--- config.mk ---
export PLATFORM = sky130hd
export DESIGN_NAME = modbus_rtu_command_framer_unit
export DESIGN_NICKNAME = d
export VERILOG_FILES = /design/src/rtl/core/mrcf_pkg.sv /design/src/rtl/core/mrcf_front.sv /design/src/rtl/core/mrcf_queue.sv /design/src/rtl/core/mrcf_back.sv /design/src/rtl/core/modbus_rtu_command_framer_unit.sv
export SDC_FILE = /design/constraint.sdc
export NUM_CORES = 1
export LEC_CHECK = 0
export BUFFER_PORTS_ARGS = -buffer_cell sky130_fd_sc_hd__buf_2
export CORE_ASPECT_RATIO = 0.9
export CORE_MARGIN = 2
export CORE_UTILIZATION = 50
export CTS_BUF_LIST = sky130_fd_sc_hd__clkbuf_8 sky130_fd_sc_hd__clkbuf_16
export DETAILED_ROUTE_END_ITERATION = 12
export PLACE_DENSITY = 0.71
export SYNTH_ARGS = -nofsm -noshare
export SYNTH_HDL_FRONTEND = slang
export SYNTH_SLANG_ARGS = --single-unit
--- constraint.sdc ---
create_clock -name aclk -period 4.3 [get_ports aclk]
set_input_delay 0.645 -clock aclk [delete_from_list [all_inputs] [get_ports aclk]]
set_output_delay 0.645 -clock aclk [all_outputs]
set_load 0.01 [all_outputs]
--- src/rtl/core/mrcf_pkg.sv ---
// Shared types, constants and the CRC-16 step for the Modbus RTU command framer.
package mrcf_pkg;

    // Reply length in bytes, including the two CRC bytes.
    localparam logic [3:0] REPLY_LENGTH  = 4'd8;
    localparam logic [3:0] REPLY_CRC_END = REPLY_LENGTH - 4'd2;

    localparam int QUEUE_DEPTH = 4;
    localparam int QPTR_W      = $clog2(QUEUE_DEPTH);
    localparam int QCNT_W      = $clog2(QUEUE_DEPTH + 1);

    localparam logic [15:0] CRC_INIT = 16'hFFFF;
    localparam logic [15:0] CRC_POLY = 16'hA001;

    localparam logic [7:0] FC_WRITE_REG   = 8'h06;
    localparam logic [7:0] FC_WRITE_COILS = 8'h0F;
    localparam logic [7:0] COIL_COUNT     = 8'h03;
    localparam logic [7:0] COIL_BYTES     = 8'h01;
    localparam logic [7:0] RELAY_MAX_BITS = 8'h07;
    localparam logic [7:0] RELAY_ALL_OFF  = 8'd11;

    localparam logic [3:0] POWER_BODY_LEN = 4'd6;
    localparam logic [3:0] RELAY_BODY_LEN = 4'd8;

    localparam int CFG_INDEX_W = 8;
    localparam int CFG_DATA_W  = 16;
    localparam logic [CFG_INDEX_W-1:0] CFG_DEVICE_ADDRESS = 8'd0;
    localparam logic [CFG_INDEX_W-1:0] CFG_POWER_REGISTER = 8'd1;

    localparam logic [7:0]  DEVICE_ADDRESS_RESET = 8'd1;
    localparam logic [15:0] POWER_REGISTER_RESET = 16'd3000;

    localparam logic signed [16:0] POWER_NONE   = -17'sd1;
    localparam logic [7:0]         STATE_UNKNOWN = 8'd255;

    typedef enum logic [1:0] {
        FUNC_POWER = 2'd0,
        FUNC_RELAY = 2'd1,
        FUNC_RX    = 2'd2,
        FUNC_END   = 2'd3
    } func_t;

    typedef enum logic [1:0] {
        ERR_OK          = 2'd0,
        ERR_BAD_STATE   = 2'd1,
        ERR_BAD_CRC     = 2'd2,
        ERR_SHORT_REPLY = 2'd3
    } err_t;

    typedef enum logic [2:0] {
        PEND_NONE  = 3'b001,
        PEND_POWER = 3'b010,
        PEND_RELAY = 3'b100
    } pend_t;

    typedef enum logic [1:0] {
        JOB_POWER   = 2'd0,
        JOB_RELAY   = 2'd1,
        JOB_VERDICT = 2'd2
    } job_kind_t;

    typedef struct packed {
        job_kind_t          kind;
        logic [15:0]        watts;
        logic [2:0]         bits;
        err_t               err;
        logic signed [16:0] conf_power;
        logic [7:0]         conf_state;
        logic [2:0]         conf_bits;
    } job_t;

    typedef struct packed {
        logic full;
        logic empty;
    } q_stat_t;

    typedef struct packed {
        logic               kind;
        logic [7:0]         tx_byte;
        logic               last;
        err_t               err;
        logic signed [16:0] conf_power;
        logic [7:0]         conf_state;
        logic [2:0]         conf_bits;
    } result_t;

    function automatic logic [15:0] crc16_byte(input logic [15:0] crc, input logic [7:0] b);
        logic [15:0] c;
        c = crc ^ {8'h00, b};
        for (int i = 0; i < 8; i++) begin
            c = c[0] ? ((c >> 1) ^ CRC_POLY) : (c >> 1);
        end
        return c;
    endfunction

endpackage

--- src/rtl/core/mrcf_front.sv ---
// Front end: accept items, track the pending reply and push one job per result run.
module mrcf_front import mrcf_pkg::*; (
    input  logic        aclk,
    input  logic        aresetn,
    input  logic        item_valid,
    input  func_t       item_func,
    input  logic [15:0] item_watts,
    input  logic [7:0]  item_state,
    input  logic [7:0]  item_rx,
    output logic        push,
    output job_t        push_job
);

    pend_t              pending_kind_reg,  pending_kind_next;
    logic [15:0]        pending_watts_reg, pending_watts_next;
    logic [7:0]         pending_state_reg, pending_state_next;
    logic [2:0]         pending_bits_reg,  pending_bits_next;
    logic [3:0]         reply_count_reg,   reply_count_next;
    logic [15:0]        reply_crc_reg,     reply_crc_next;
    logic [7:0]         reply_crc_low_reg, reply_crc_low_next;
    logic signed [16:0] conf_power_reg,    conf_power_next;
    logic [7:0]         conf_state_reg,    conf_state_next;
    logic [2:0]         conf_bits_reg,     conf_bits_next;

    logic [3:0]  count_inc;
    logic        state_ok;
    logic [2:0]  state_bits;

    assign count_inc  = reply_count_reg + 4'd1;
    assign state_ok   = (item_state <= RELAY_MAX_BITS) || (item_state == RELAY_ALL_OFF);
    assign state_bits = (item_state <= RELAY_MAX_BITS) ? item_state[2:0] : 3'd0;

    always_comb begin
        pending_kind_next  = pending_kind_reg;
        pending_watts_next = pending_watts_reg;
        pending_state_next = pending_state_reg;
        pending_bits_next  = pending_bits_reg;
        reply_count_next   = reply_count_reg;
        reply_crc_next     = reply_crc_reg;
        reply_crc_low_next = reply_crc_low_reg;
        conf_power_next    = conf_power_reg;
        conf_state_next    = conf_state_reg;
        conf_bits_next     = conf_bits_reg;
        push               = 1'b0;
        push_job.kind      = JOB_VERDICT;
        push_job.watts     = item_watts;
        push_job.bits      = state_bits;
        push_job.err       = ERR_OK;

        if (item_valid) begin
            case (item_func)
                FUNC_POWER: begin
                    push               = 1'b1;
                    push_job.kind      = JOB_POWER;
                    pending_kind_next  = PEND_POWER;
                    pending_watts_next = item_watts;
                    reply_count_next   = 4'd0;
                    reply_crc_next     = CRC_INIT;
                    reply_crc_low_next = 8'd0;
                end
                FUNC_RELAY: begin
                    push = 1'b1;
                    if (state_ok) begin
                        push_job.kind      = JOB_RELAY;
                        pending_kind_next  = PEND_RELAY;
                        pending_state_next = item_state;
                        pending_bits_next  = state_bits;
                        reply_count_next   = 4'd0;
                        reply_crc_next     = CRC_INIT;
                        reply_crc_low_next = 8'd0;
                    end else begin
                        push_job.err = ERR_BAD_STATE;
                    end
                end
                FUNC_RX: begin
                    if (pending_kind_reg != PEND_NONE) begin
                        if (reply_count_reg < REPLY_CRC_END) begin
                            reply_crc_next = crc16_byte(reply_crc_reg, item_rx);
                        end else if (reply_count_reg == REPLY_CRC_END) begin
                            reply_crc_low_next = item_rx;
                        end
                        reply_count_next = count_inc;
                        if (count_inc == REPLY_LENGTH) begin
                            // Judge the reply: power needs a CRC match, relay only length.
                            push              = 1'b1;
                            pending_kind_next = PEND_NONE;
                            if (pending_kind_reg == PEND_POWER) begin
                                if ({item_rx, reply_crc_low_reg} == reply_crc_reg) begin
                                    conf_power_next = $signed({1'b0, pending_watts_reg});
                                end else begin
                                    push_job.err = ERR_BAD_CRC;
                                end
                            end else begin
                                conf_state_next = pending_state_reg;
                                conf_bits_next  = pending_bits_reg;
                            end
                        end
                    end
                end
                FUNC_END: begin
                    if ((pending_kind_reg != PEND_NONE) && (reply_count_reg < REPLY_LENGTH)) begin
                        push              = 1'b1;
                        push_job.err      = ERR_SHORT_REPLY;
                        pending_kind_next = PEND_NONE;
                    end
                end
                default: begin
                    push = 1'b0;
                end
            endcase
        end

        push_job.conf_power = conf_power_next;
        push_job.conf_state = conf_state_next;
        push_job.conf_bits  = conf_bits_next;
    end

    always_ff @(posedge aclk) begin
        if (!aresetn) begin
            pending_kind_reg  <= PEND_NONE;
            pending_watts_reg <= 16'd0;
            pending_state_reg <= 8'd0;
            pending_bits_reg  <= 3'd0;
            reply_count_reg   <= 4'd0;
            reply_crc_reg     <= CRC_INIT;
            reply_crc_low_reg <= 8'd0;
            conf_power_reg    <= POWER_NONE;
            conf_state_reg    <= STATE_UNKNOWN;
            conf_bits_reg     <= 3'd0;
        end else begin
            pending_kind_reg  <= pending_kind_next;
            pending_watts_reg <= pending_watts_next;
            pending_state_reg <= pending_state_next;
            pending_bits_reg  <= pending_bits_next;
            reply_count_reg   <= reply_count_next;
            reply_crc_reg     <= reply_crc_next;
            reply_crc_low_reg <= reply_crc_low_next;
            conf_power_reg    <= conf_power_next;
            conf_state_reg    <= conf_state_next;
            conf_bits_reg     <= conf_bits_next;
        end
    end

endmodule

--- src/rtl/core/mrcf_queue.sv ---
// Small job queue between the front end and the frame emitter.
module mrcf_queue import mrcf_pkg::*; (
    input  logic    aclk,
    input  logic    aresetn,
    input  logic    push,
    input  job_t    push_job,
    input  logic    pop,
    output job_t    head,
    output q_stat_t stat
);

    job_t              entry_reg [QUEUE_DEPTH];
    logic [QPTR_W-1:0] wr_ptr_reg, wr_ptr_next;
    logic [QPTR_W-1:0] rd_ptr_reg, rd_ptr_next;
    logic [QCNT_W-1:0] count_reg,  count_next;
    logic              do_push, do_pop;

    assign stat.full  = (count_reg == QCNT_W'(QUEUE_DEPTH));
    assign stat.empty = (count_reg == '0);
    assign do_push    = push && !stat.full;
    assign do_pop     = pop && !stat.empty;
    assign head       = entry_reg[rd_ptr_reg];

    always_comb begin
        wr_ptr_next = do_push ? (wr_ptr_reg + QPTR_W'(1)) : wr_ptr_reg;
        rd_ptr_next = do_pop  ? (rd_ptr_reg + QPTR_W'(1)) : rd_ptr_reg;
        count_next  = count_reg;
        if (do_push && !do_pop) begin
            count_next = count_reg + QCNT_W'(1);
        end else if (do_pop && !do_push) begin
            count_next = count_reg - QCNT_W'(1);
        end
    end

    always_ff @(posedge aclk) begin
        if (!aresetn) begin
            wr_ptr_reg <= '0;
            rd_ptr_reg <= '0;
            count_reg  <= '0;
        end else begin
            wr_ptr_reg <= wr_ptr_next;
            rd_ptr_reg <= rd_ptr_next;
            count_reg  <= count_next;
        end
    end

    always_ff @(posedge aclk) begin
        if (do_push) begin
            entry_reg[wr_ptr_reg] <= push_job;
        end
    end

endmodule

--- src/rtl/core/mrcf_back.sv ---
// Back end: expand queued jobs into frame bytes with running CRC, or single verdicts.
module mrcf_back import mrcf_pkg::*; (
    input  logic        aclk,
    input  logic        aresetn,
    input  logic [7:0]  device_address,
    input  logic [15:0] power_register,
    input  job_t        head,
    input  q_stat_t     stat,
    output logic        pop,
    output logic        out_valid,
    output result_t     out_data,
    input  logic        out_ready
);

    logic [3:0]  idx_reg, idx_next;
    logic [15:0] crc_reg, crc_next;
    logic        out_valid_reg, out_valid_next;
    result_t     out_data_reg;
    result_t     res;
    logic        load;
    logic [3:0]  body_len;
    logic [7:0]  body_byte;

    assign load     = !stat.empty && (!out_valid_reg || out_ready);
    assign body_len = (head.kind == JOB_POWER) ? POWER_BODY_LEN : RELAY_BODY_LEN;

    always_comb begin
        body_byte = 8'd0;
        if (head.kind == JOB_POWER) begin
            case (idx_reg)
                4'd0:    body_byte = device_address;
                4'd1:    body_byte = FC_WRITE_REG;
                4'd2:    body_byte = power_register[15:8];
                4'd3:    body_byte = power_register[7:0];
                4'd4:    body_byte = head.watts[15:8];
                4'd5:    body_byte = head.watts[7:0];
                default: body_byte = 8'd0;
            endcase
        end else begin
            case (idx_reg)
                4'd0:    body_byte = device_address;
                4'd1:    body_byte = FC_WRITE_COILS;
                4'd5:    body_byte = COIL_COUNT;
                4'd6:    body_byte = COIL_BYTES;
                4'd7:    body_byte = {5'd0, head.bits};
                default: body_byte = 8'd0;
            endcase
        end
    end

    always_comb begin
        idx_next       = idx_reg;
        crc_next       = crc_reg;
        pop            = 1'b0;
        res.kind       = 1'b0;
        res.tx_byte    = 8'd0;
        res.last       = 1'b0;
        res.err        = ERR_OK;
        res.conf_power = head.conf_power;
        res.conf_state = head.conf_state;
        res.conf_bits  = head.conf_bits;

        if (head.kind == JOB_VERDICT) begin
            res.kind = 1'b1;
            res.last = 1'b1;
            res.err  = head.err;
            if (load) begin
                pop = 1'b1;
            end
        end else if (idx_reg < body_len) begin
            res.tx_byte = body_byte;
            if (load) begin
                crc_next = crc16_byte(crc_reg, body_byte);
                idx_next = idx_reg + 4'd1;
            end
        end else if (idx_reg == body_len) begin
            res.tx_byte = crc_reg[7:0];
            if (load) begin
                idx_next = idx_reg + 4'd1;
            end
        end else begin
            res.tx_byte = crc_reg[15:8];
            res.last    = 1'b1;
            if (load) begin
                pop      = 1'b1;
                idx_next = 4'd0;
                crc_next = CRC_INIT;
            end
        end

        out_valid_next = out_valid_reg;
        if (load) begin
            out_valid_next = 1'b1;
        end else if (out_ready) begin
            out_valid_next = 1'b0;
        end
    end

    always_ff @(posedge aclk) begin
        if (!aresetn) begin
            idx_reg       <= 4'd0;
            crc_reg       <= CRC_INIT;
            out_valid_reg <= 1'b0;
        end else begin
            idx_reg       <= idx_next;
            crc_reg       <= crc_next;
            out_valid_reg <= out_valid_next;
        end
    end

    always_ff @(posedge aclk) begin
        if (load) begin
            out_data_reg <= res;
        end
    end

    assign out_valid = out_valid_reg;
    assign out_data  = out_data_reg;

endmodule

--- src/rtl/core/modbus_rtu_command_framer_unit.sv ---
// Top level of the Modbus RTU command framer: ports, configuration registers, assertions.
//
// Input stream (s_*): one transaction per command or reply event. s_tuser carries the
// function (power command, relay command, reply byte, reply window end); s_tdata carries
// the setpoint, the relay state and the received byte.
// Output stream (m_*): one transaction per frame byte or verdict. m_tuser is 0 for a byte
// to transmit and 1 for a verdict; m_tlast marks the final CRC byte of a frame and every
// verdict. Each transaction also reports the confirmed power and relay values.
// Configuration channel (cfg_*): writes the slave address (index 0) and the power holding
// register (index 1); cfg_ready is always high. Write only while the block is idle.
// An item's job passes through the job queue and then the output register to m_tvalid.
// Throughput: one result per cycle unless m_tready stalls; a power command yields 8 results,
// a valid relay command 10, a verdict 1. The front end takes one item per cycle while its
// 4-entry job queue has room, so the output port sets the sustained rate.
// Reset (aresetn low, synchronous): drop all queued work, forget any pending reply, set
// confirmed power to -1, relay state to 255, and the registers to address 1, register 3000.
// When the receiver stalls, the output register holds its transaction, the emitter holds,
// and s_tready falls once the job queue fills.
module modbus_rtu_command_framer_unit import mrcf_pkg::*; (
    input  logic                   aclk,
    input  logic                   aresetn,
    input  logic                   s_tvalid,
    output logic                   s_tready,
    // [15:0] power_watts, [23:16] relay_state, [31:24] rx_byte
    input  logic [31:0]            s_tdata,
    // [1:0] func
    input  logic [1:0]             s_tuser,
    output logic                   m_tvalid,
    input  logic                   m_tready,
    // [7:0] tx_byte, [9:8] error_code, [26:10] last_power_watts,
    // [34:27] relay_state_now, [37:35] relay_bits_now, [39:38] zero
    output logic [39:0]            m_tdata,
    // [0] kind
    output logic                   m_tuser,
    output logic                   m_tlast,
    input  logic                   cfg_valid,
    output logic                   cfg_ready,
    input  logic [CFG_INDEX_W-1:0] cfg_index,
    input  logic [CFG_DATA_W-1:0]  cfg_data
);

    logic [7:0]  device_address_reg;
    logic [15:0] power_register_reg;

    logic    item_valid;
    logic    q_push;
    job_t    q_push_job;
    logic    q_pop;
    job_t    q_head;
    q_stat_t q_stat;
    logic    out_valid;
    result_t out_data;

    // Configuration registers; writes to other indexes are dropped.
    assign cfg_ready = 1'b1;

    always_ff @(posedge aclk) begin
        if (!aresetn) begin
            device_address_reg <= DEVICE_ADDRESS_RESET;
            power_register_reg <= POWER_REGISTER_RESET;
        end else if (cfg_valid && cfg_ready) begin
            if (cfg_index == CFG_DEVICE_ADDRESS) begin
                device_address_reg <= cfg_data[7:0];
            end else if (cfg_index == CFG_POWER_REGISTER) begin
                power_register_reg <= cfg_data;
            end
        end
    end

    // Each accepted item pushes at most one job, so room for one entry is enough.
    assign s_tready   = !q_stat.full;
    assign item_valid = s_tvalid && s_tready;

    mrcf_front u_front (
        .aclk       (aclk),
        .aresetn    (aresetn),
        .item_valid (item_valid),
        .item_func  (func_t'(s_tuser)),
        .item_watts (s_tdata[15:0]),
        .item_state (s_tdata[23:16]),
        .item_rx    (s_tdata[31:24]),
        .push       (q_push),
        .push_job   (q_push_job)
    );

    mrcf_queue u_queue (
        .aclk     (aclk),
        .aresetn  (aresetn),
        .push     (q_push),
        .push_job (q_push_job),
        .pop      (q_pop),
        .head     (q_head),
        .stat     (q_stat)
    );

    mrcf_back u_back (
        .aclk           (aclk),
        .aresetn        (aresetn),
        .device_address (device_address_reg),
        .power_register (power_register_reg),
        .head           (q_head),
        .stat           (q_stat),
        .pop            (q_pop),
        .out_valid      (out_valid),
        .out_data       (out_data),
        .out_ready      (m_tready)
    );

    // Pack the result register onto the output stream.
    assign m_tvalid = out_valid;
    assign m_tuser  = out_data.kind;
    assign m_tlast  = out_data.last;
    assign m_tdata  = {2'b00, out_data.conf_bits, out_data.conf_state,
                       out_data.conf_power, out_data.err, out_data.tx_byte};

`ifndef SYNTHESIS
    // A job never arrives at a full queue.
    a_no_overflow: assert property (@(posedge aclk) disable iff (!aresetn)
        q_stat.full |-> !q_push)
        else $error("job pushed into full queue");

    // Verdicts are single-result runs with no transmit byte.
    a_verdict_shape: assert property (@(posedge aclk) disable iff (!aresetn)
        (m_tvalid && m_tuser) |-> (m_tlast && (m_tdata[7:0] == 8'd0)))
        else $error("malformed verdict");

    // Transmit bytes never carry an error code.
    a_tx_no_error: assert property (@(posedge aclk) disable iff (!aresetn)
        (m_tvalid && !m_tuser) |-> (m_tdata[9:8] == ERR_OK))
        else $error("error code on transmit byte");

    // A pop only happens when the output register is loaded from a queued job.
    a_pop_has_job: assert property (@(posedge aclk) disable iff (!aresetn)
        q_pop |=> m_tvalid)
        else $error("queue popped without a result");
`endif

endmodule
======== Word-level counts from Yosys, hierarchy flattened ========
Memory sizes are Yosys's and may differ from the RTL's. A register that Yosys moved wholly into a read port is not among the register bits.
Index checks and enable logic that the tools add are counted.
cells by class
  add/subtract/negate cells ............... 6
  $mul .................................... 0
  divide/modulo/power cells ............... 0
  order comparisons ....................... 4
  equal/unequal tests ..................... 28
  shift operators ......................... 0
  muxes and demuxes ....................... 95
  bitwise operators ....................... 20
  reduce and logical (&&, ||, !) cells .... 34
operators by type and width
  operator                                             number
  2-to-1 mux 16 bit                                    23
  2-to-1 mux 17 bit                                    6
  2-to-1 mux 8 bit                                     12
  NOT 2 -> 3 bit                                       16
  one-hot mux 16 bit (3 select lines)                  1
  one-hot mux 8 bit (6 select lines)                   1
  one-hot mux 8 bit (5 select lines)                   1
  2-to-1 mux 3 bit                                     12
  XOR 16 x 8 -> 16 bit                                 2
  2-to-1 mux 4 bit                                     7
  one-hot mux 8 bit (3 select lines)                   1
  equality test 4 x 3 -> 1 bit, second input constant  5
  2-to-1 mux 2 bit                                     10
  equality test 16 bit                                 1
  2-to-1 mux 1 bit                                     16
  != test 2 x 1 -> 1 bit, second input constant        7
  one-hot mux 3 bit (4 select lines)                   1
  one-hot mux 4 bit (3 select lines)                   1
  AND reduction 5 bit                                  2
  AND reduction 3 bit                                  3
  adder 4 x 1 -> 4 bit, second input constant          2
  equality test 4 x 2 -> 1 bit, second input constant  2
  equality test 8 x 1 -> 1 bit, second input constant  1
  equality test 8 x 4 -> 1 bit, second input constant  1
  other kinds (33)                                     53
storage, ports and cells
  register bits after elaboration ......... 178
  bits in latches ......................... 0
  bits in writable memories ............... 204
  ROM bits ................................ 0
  bits of input ports ..................... 63
  output and inout bits ................... 45
  logic and storage cells ................. 213
  memories ................................ 1
memory list
  memory             depth  bits a word  rd ports  clocked after memory_dff  wr ports  RTL line          text
  u_queue.entry_reg  4      51           1         1                         1         mrcf_queue.sv:12  job_t entry_reg [QUEUE_DEPTH];

======== Longest topological paths before layout ========
  word-level depth ........................ 22
  gate-level depth with buffers ........... 18
  gate-level depth less buffers ........... 16

======== By module ========
A second synthesis with hierarchy kept.
second synthesis, totals
  cells, all modules ...................... 1,143
  area total of the unflattened synthesis .. 16,118.0 um^2
modules (own cells, without submodules)
  module                          instances  cells each  area each (um^2)
  mrcf_queue                      1          315         7,907.6
  mrcf_front                      1          455         4,113.9
  mrcf_back                       1          262         3,012.9
  modbus_rtu_command_framer_unit  1          111         1,083.5

======== Least setup slack after synthesis ========
OpenSTA, ideal clock, no wires.
  kind .................................... input to register
  from .................................... input m_tready
  to ...................................... register u_queue.count_reg[2]
  arrival time ............................ 4.185 ns
  required time ........................... 4.230 ns
  path slack .............................. 0.045 ns
  stages .................................. 9
  cells stage by stage .................... inv_1 a21oi_1 nand2_1 ha_1 inv_1 fa_1 xor2_1 or3_1 a21oi_1
between the ends
  longest elaborated chain between the ends .. 10
  elaborated cells on any way between the ends .. 12
  those cells by class .................... 5 x mux; 7 x reduce/logical
ends and longest elaborated chain
  item                                                    RTL line                              text
  start: declaration                                      modbus_rtu_command_framer_unit.sv:29  input logic m_tready,
  logical OR 1 bit *                                      mrcf_back.sv:24                       assign load = !stat.empty && (!out_valid_reg || out_ready);
  logical AND 1 bit *                                     mrcf_back.sv:24
  via u_back.load                                         mrcf_back.sv:20                       logic load;
  2-to-1 mux 1 bit *                                      mrcf_back.sv:67, mrcf_back.sv:84
  2-to-1 mux 1 bit                                        mrcf_back.sv:76                       end else if (idx_reg == body_len) begin
  2-to-1 mux 1 bit                                        mrcf_back.sv:70                       end else if (idx_reg < body_len) begin
  2-to-1 mux 1 bit *                                      mrcf_back.sv:63                       if (head.kind == JOB_VERDICT) begin
  logical AND 1 bit *                                     mrcf_queue.sv:21                      assign do_pop = pop && !stat.empty;
  logical NOT 1 bit                                       mrcf_queue.sv:28                      if (do_push && !do_pop) begin
  logical AND 1 bit                                       mrcf_queue.sv:28
  2-to-1 mux 3 bit or nonzero test 2 bit (tied branches)  -
  end signal: assignment                                  mrcf_queue.sv:43                      count_reg <= count_next;
  end: declaration                                        mrcf_queue.sv:15                      logic [QCNT_W-1:0] count_reg, count_next;
Mark *: on every way through the listed nets, which the timed path passes. The rest lies on a longest branch.
A chain may end at the register's enable or synchronous reset.

==> metrics.md <==
| Metric | Value |
|---|---|
| Outcome | `complete, no violations` |
| Unique masters post-synth | `69` |
| Post-synth EDFFs | `approximately 240` |
| Die area | `about 0.032 mm^2` |
| Post-Syn Area | `0.0155 mm^2` |
| Initial DRC count | `741` |
| Tightest Pin Transition | `1030 ps` |
| Core box area | `~0.031 mm^2` |
| Via density | `5.61` |
| HPWL after DPL | `20100 um` |
| Total grt overflow | `0` |
| Comb power frac | `roughly a fifth` |
| Tot GR Track Use | `approximately a fifth` |
| Chip Width | `190 um` |
| Largest net degree at the start of global routing | `56` |
| Top-area cell type share of the netlist area | `a little under half` |
| Total wire length | `32100 um` |
| Max cap viols | `0` |
| Max_slew headroom | `31.0%` |
| Layout area overhead | `14.4%` |
| Yosys synthesis warning count | `0` |
| Synth area leaders | `edfxtp_1 47%, dfxtp_1 18%, mux4_2 6.4%` |
| # IOs | `108` |
| Clock Sink Count | `between 300 and 400` |
| Cell Pwr Density | `roughly 540 mW/mm^2` |
| Post-Synth Adder-Cell Area | `1.18%` |
| Worst Path Arrival | `4350 ps` |
| Seq cells post-synth | `384` |
| Starting Density | `50.4%` |
| Main combinational cell family by area after synthesis | `multiplexers` |
| CP Launch Type | `register` |
| Post-synthesis compound-gate area fraction | `6.26%` |
| Die height | `approximately 170 um` |
| Clock skew | `between 10 and 15 ps` |
| Endpoints failing setup | `0` |
| Most frequent cells in the layout | `244 x edfxtp_1, 138 x dfxtp_1, 104 x buf_2` |
| Fin nets | `1309` |
| DR vias | `9390` |
| Clock-pin slew on the worst setup and hold paths | `~60 ps` |
| Std-Cell Rows | `between 60 and 70` |
| CTS buffer count | `39` |
| Commonest non-fill, non-tap cell in the layout | `edfxtp_1` |
| Setup TNS | `0 ps` |
| Hold Crit Start | `cfg_data[11]` |
| Critical Path Fanout Max | `9` |
| Setup crit end kind | `register` |
| Final antenna-violating net count | `0` |
| Sw Share | `27.4%` |
| Max Root-Sink Buffers | `3` |
| Max Slew Vio Count | `0` |
| # hold bufs at CTS | `0` |
| Syn Inst Count | `1129` |
| Root Driver | `clkbuf_16` |
| Setup bufs post-CTS | `0` |
| Share of power burned in registers | `45.5%` |
| Async SR Flop Fraction | `0%` |
| Psw | `2620 uW` |
| Internal | `6940 uW` |
| P_leak | `a little under 0.006 uW` |
| Vias in the first global route | `9276` |
| Layout cells sized above 1 | `roughly a quarter` |
| Max reg flops | `204` |
| Worst EP required | `4750 ps` |
| CTS tree | `built` |
| GPL Wtd Cong | `0.893` |
| Worst hold path type | `in -> reg` |
| First-pass GRT wire length | `51100 um` |
| Drt pass-1 iters | `5` |
| Fin. Hold Viols | `0` |
| Setup CP Type | `reg -> reg` |
| Post-Syn Area per Cell | `13.7 um^2` |
| Clk pwr share | `34.4%` |
| Initial antenna violation count | `2` |
| Fin crit period | `3900 ps` |
| Fmax | `0.256 GHz` |
| Routed wire per std cell | `19.2 um` |
| Residual DRC | `0` |
| Resize count post-CTS | `0` |
| Port Buffers | `104` |
| Final Core Density | `57.7%` |
| Clk_lat worst skew | `530 ps` |
| Peak VDD IR | `0.000296 V` |
| Sequential element share of the synthesized area | `65.3%` |
| Top cell type by total area after synthesis | `edfxtp_1` |
| H-tree depth | `2` |
| Top_reg_cell synth | `edfxtp_1` |
| Unrepaired setup endpoints after global routing | `no` |
| Period utilisation layout | `90.8%` |
| Post-synthesis mux area share | `around 11%` |
| Simple-gate area share of the yosys netlist | `under 10%` |
| Synth Area in XOR/XNOR | `4.01%` |
[routing by layer]
| layer | track usage (%) | part of all wire [%] |
|---|---|---|
| met5 | 0 | 0.040 |
| met4 | 5.46 | 2.0 |
| met3 | 3.06 | 4.8 |
| met2 | 32.7 | 47 |
| met1 | 28.8 | 46 |
[cell families (layout without fill, tap and decap cells)]
family                   count (synthesis)  after routing
AO/OA/AOI/OAI                          156            156
XOR/XNOR                                63             63
adder cells (fa/ha/maj)                 14             14
buffers and inverters                   78            211
flip-flops                             384            384
multiplexers                           116            116
other                                    2              4
AND/OR/NAND/NOR                        316            316
[stage by stage]
step	power, uW	worst slack [ps]	hold slack (ps)	cell area (um^2)	instances
floorplan	5800	44.9	433	15500	1130
global placement	6330	513	440	16500	1600
detailed placement	6350	424	447	16500	1600
CTS	9650	411	313	17700	1672
global route	9980	95.6	331	17700	1672
finish	9560	396	333	17700	1673
[power by group through the flow]
stage               clock (uW)  sequential (uW)  combinational (uW)
floorplan                    0             4460                1340
global placement             0             4420                1910
detailed placement           0             4420                1930
CTS                       3360             4350                1940
global route              3490             4370                2110
finish                    3280             4350                1930
[synthesized netlist by cell type (all sizes together), types with 2 or more instances]
cell type	number
a21oi	57
inv	11
mux4	44
o22ai	16
conb	2
and3b	2
a32oi	2
xnor3	5
edfxtp	244
xnor2	45
and3	6
a31oi	4
mux2	40
nand4	8
nor2	76
nor3	21
nor4	5
a22o	2
o21ai	34
a22oi	9
a222oi	3
a221oi	2
o211ai	2
a211o	4
buf	17
nand2b	8
nand4b	3
nand2	99
a211oi	9
mux2i	32
or2	28
and2	16
nor2b	8
ha	13
or3	5
a21o	2
clkbuf	49
nand3	24
nor3b	3
xor2	13
dfxtp	140
[worst max-delay path, cell delays in order, from the launching register on]
cell and delay, ps:
dfxtp_4 370, mux4_2 560, or2_1 390, ha_1 340, nor2b_1 130, o21ai_0 190, nand2b_1 100, nand2_1 160
nand2b_1 110, nand2_1 140, ha_1 200, inv_1 70, fa_1 430, xor2_1 180, or3_1 310, a21oi_1 140
[area by class of cell]
class                           count  area, um^2
Antenna cell                        1        2.50
Timing Repair Buffer              127         706
Multi-Input combinational cell    668        5080
Inverter                           12        46.3
Sequential cell                   384       10100
Fill cell                        2444       13000
Clock inverter                     27         195
Clock buffer                       45        1070
Tap cell                          409         512
[final timing paths]
path / end / slack (ps) / cells past startpoint
max: u_queue.count_reg[2] / 400 / 15
min: power_register_reg[11] / 330 / 3
max reg2reg: u_queue.count_reg[2] / 400 / 15
min reg2reg: u_front.pending_watts_reg[11] / 450 / 2
Power figures use the tool's default switching activity.
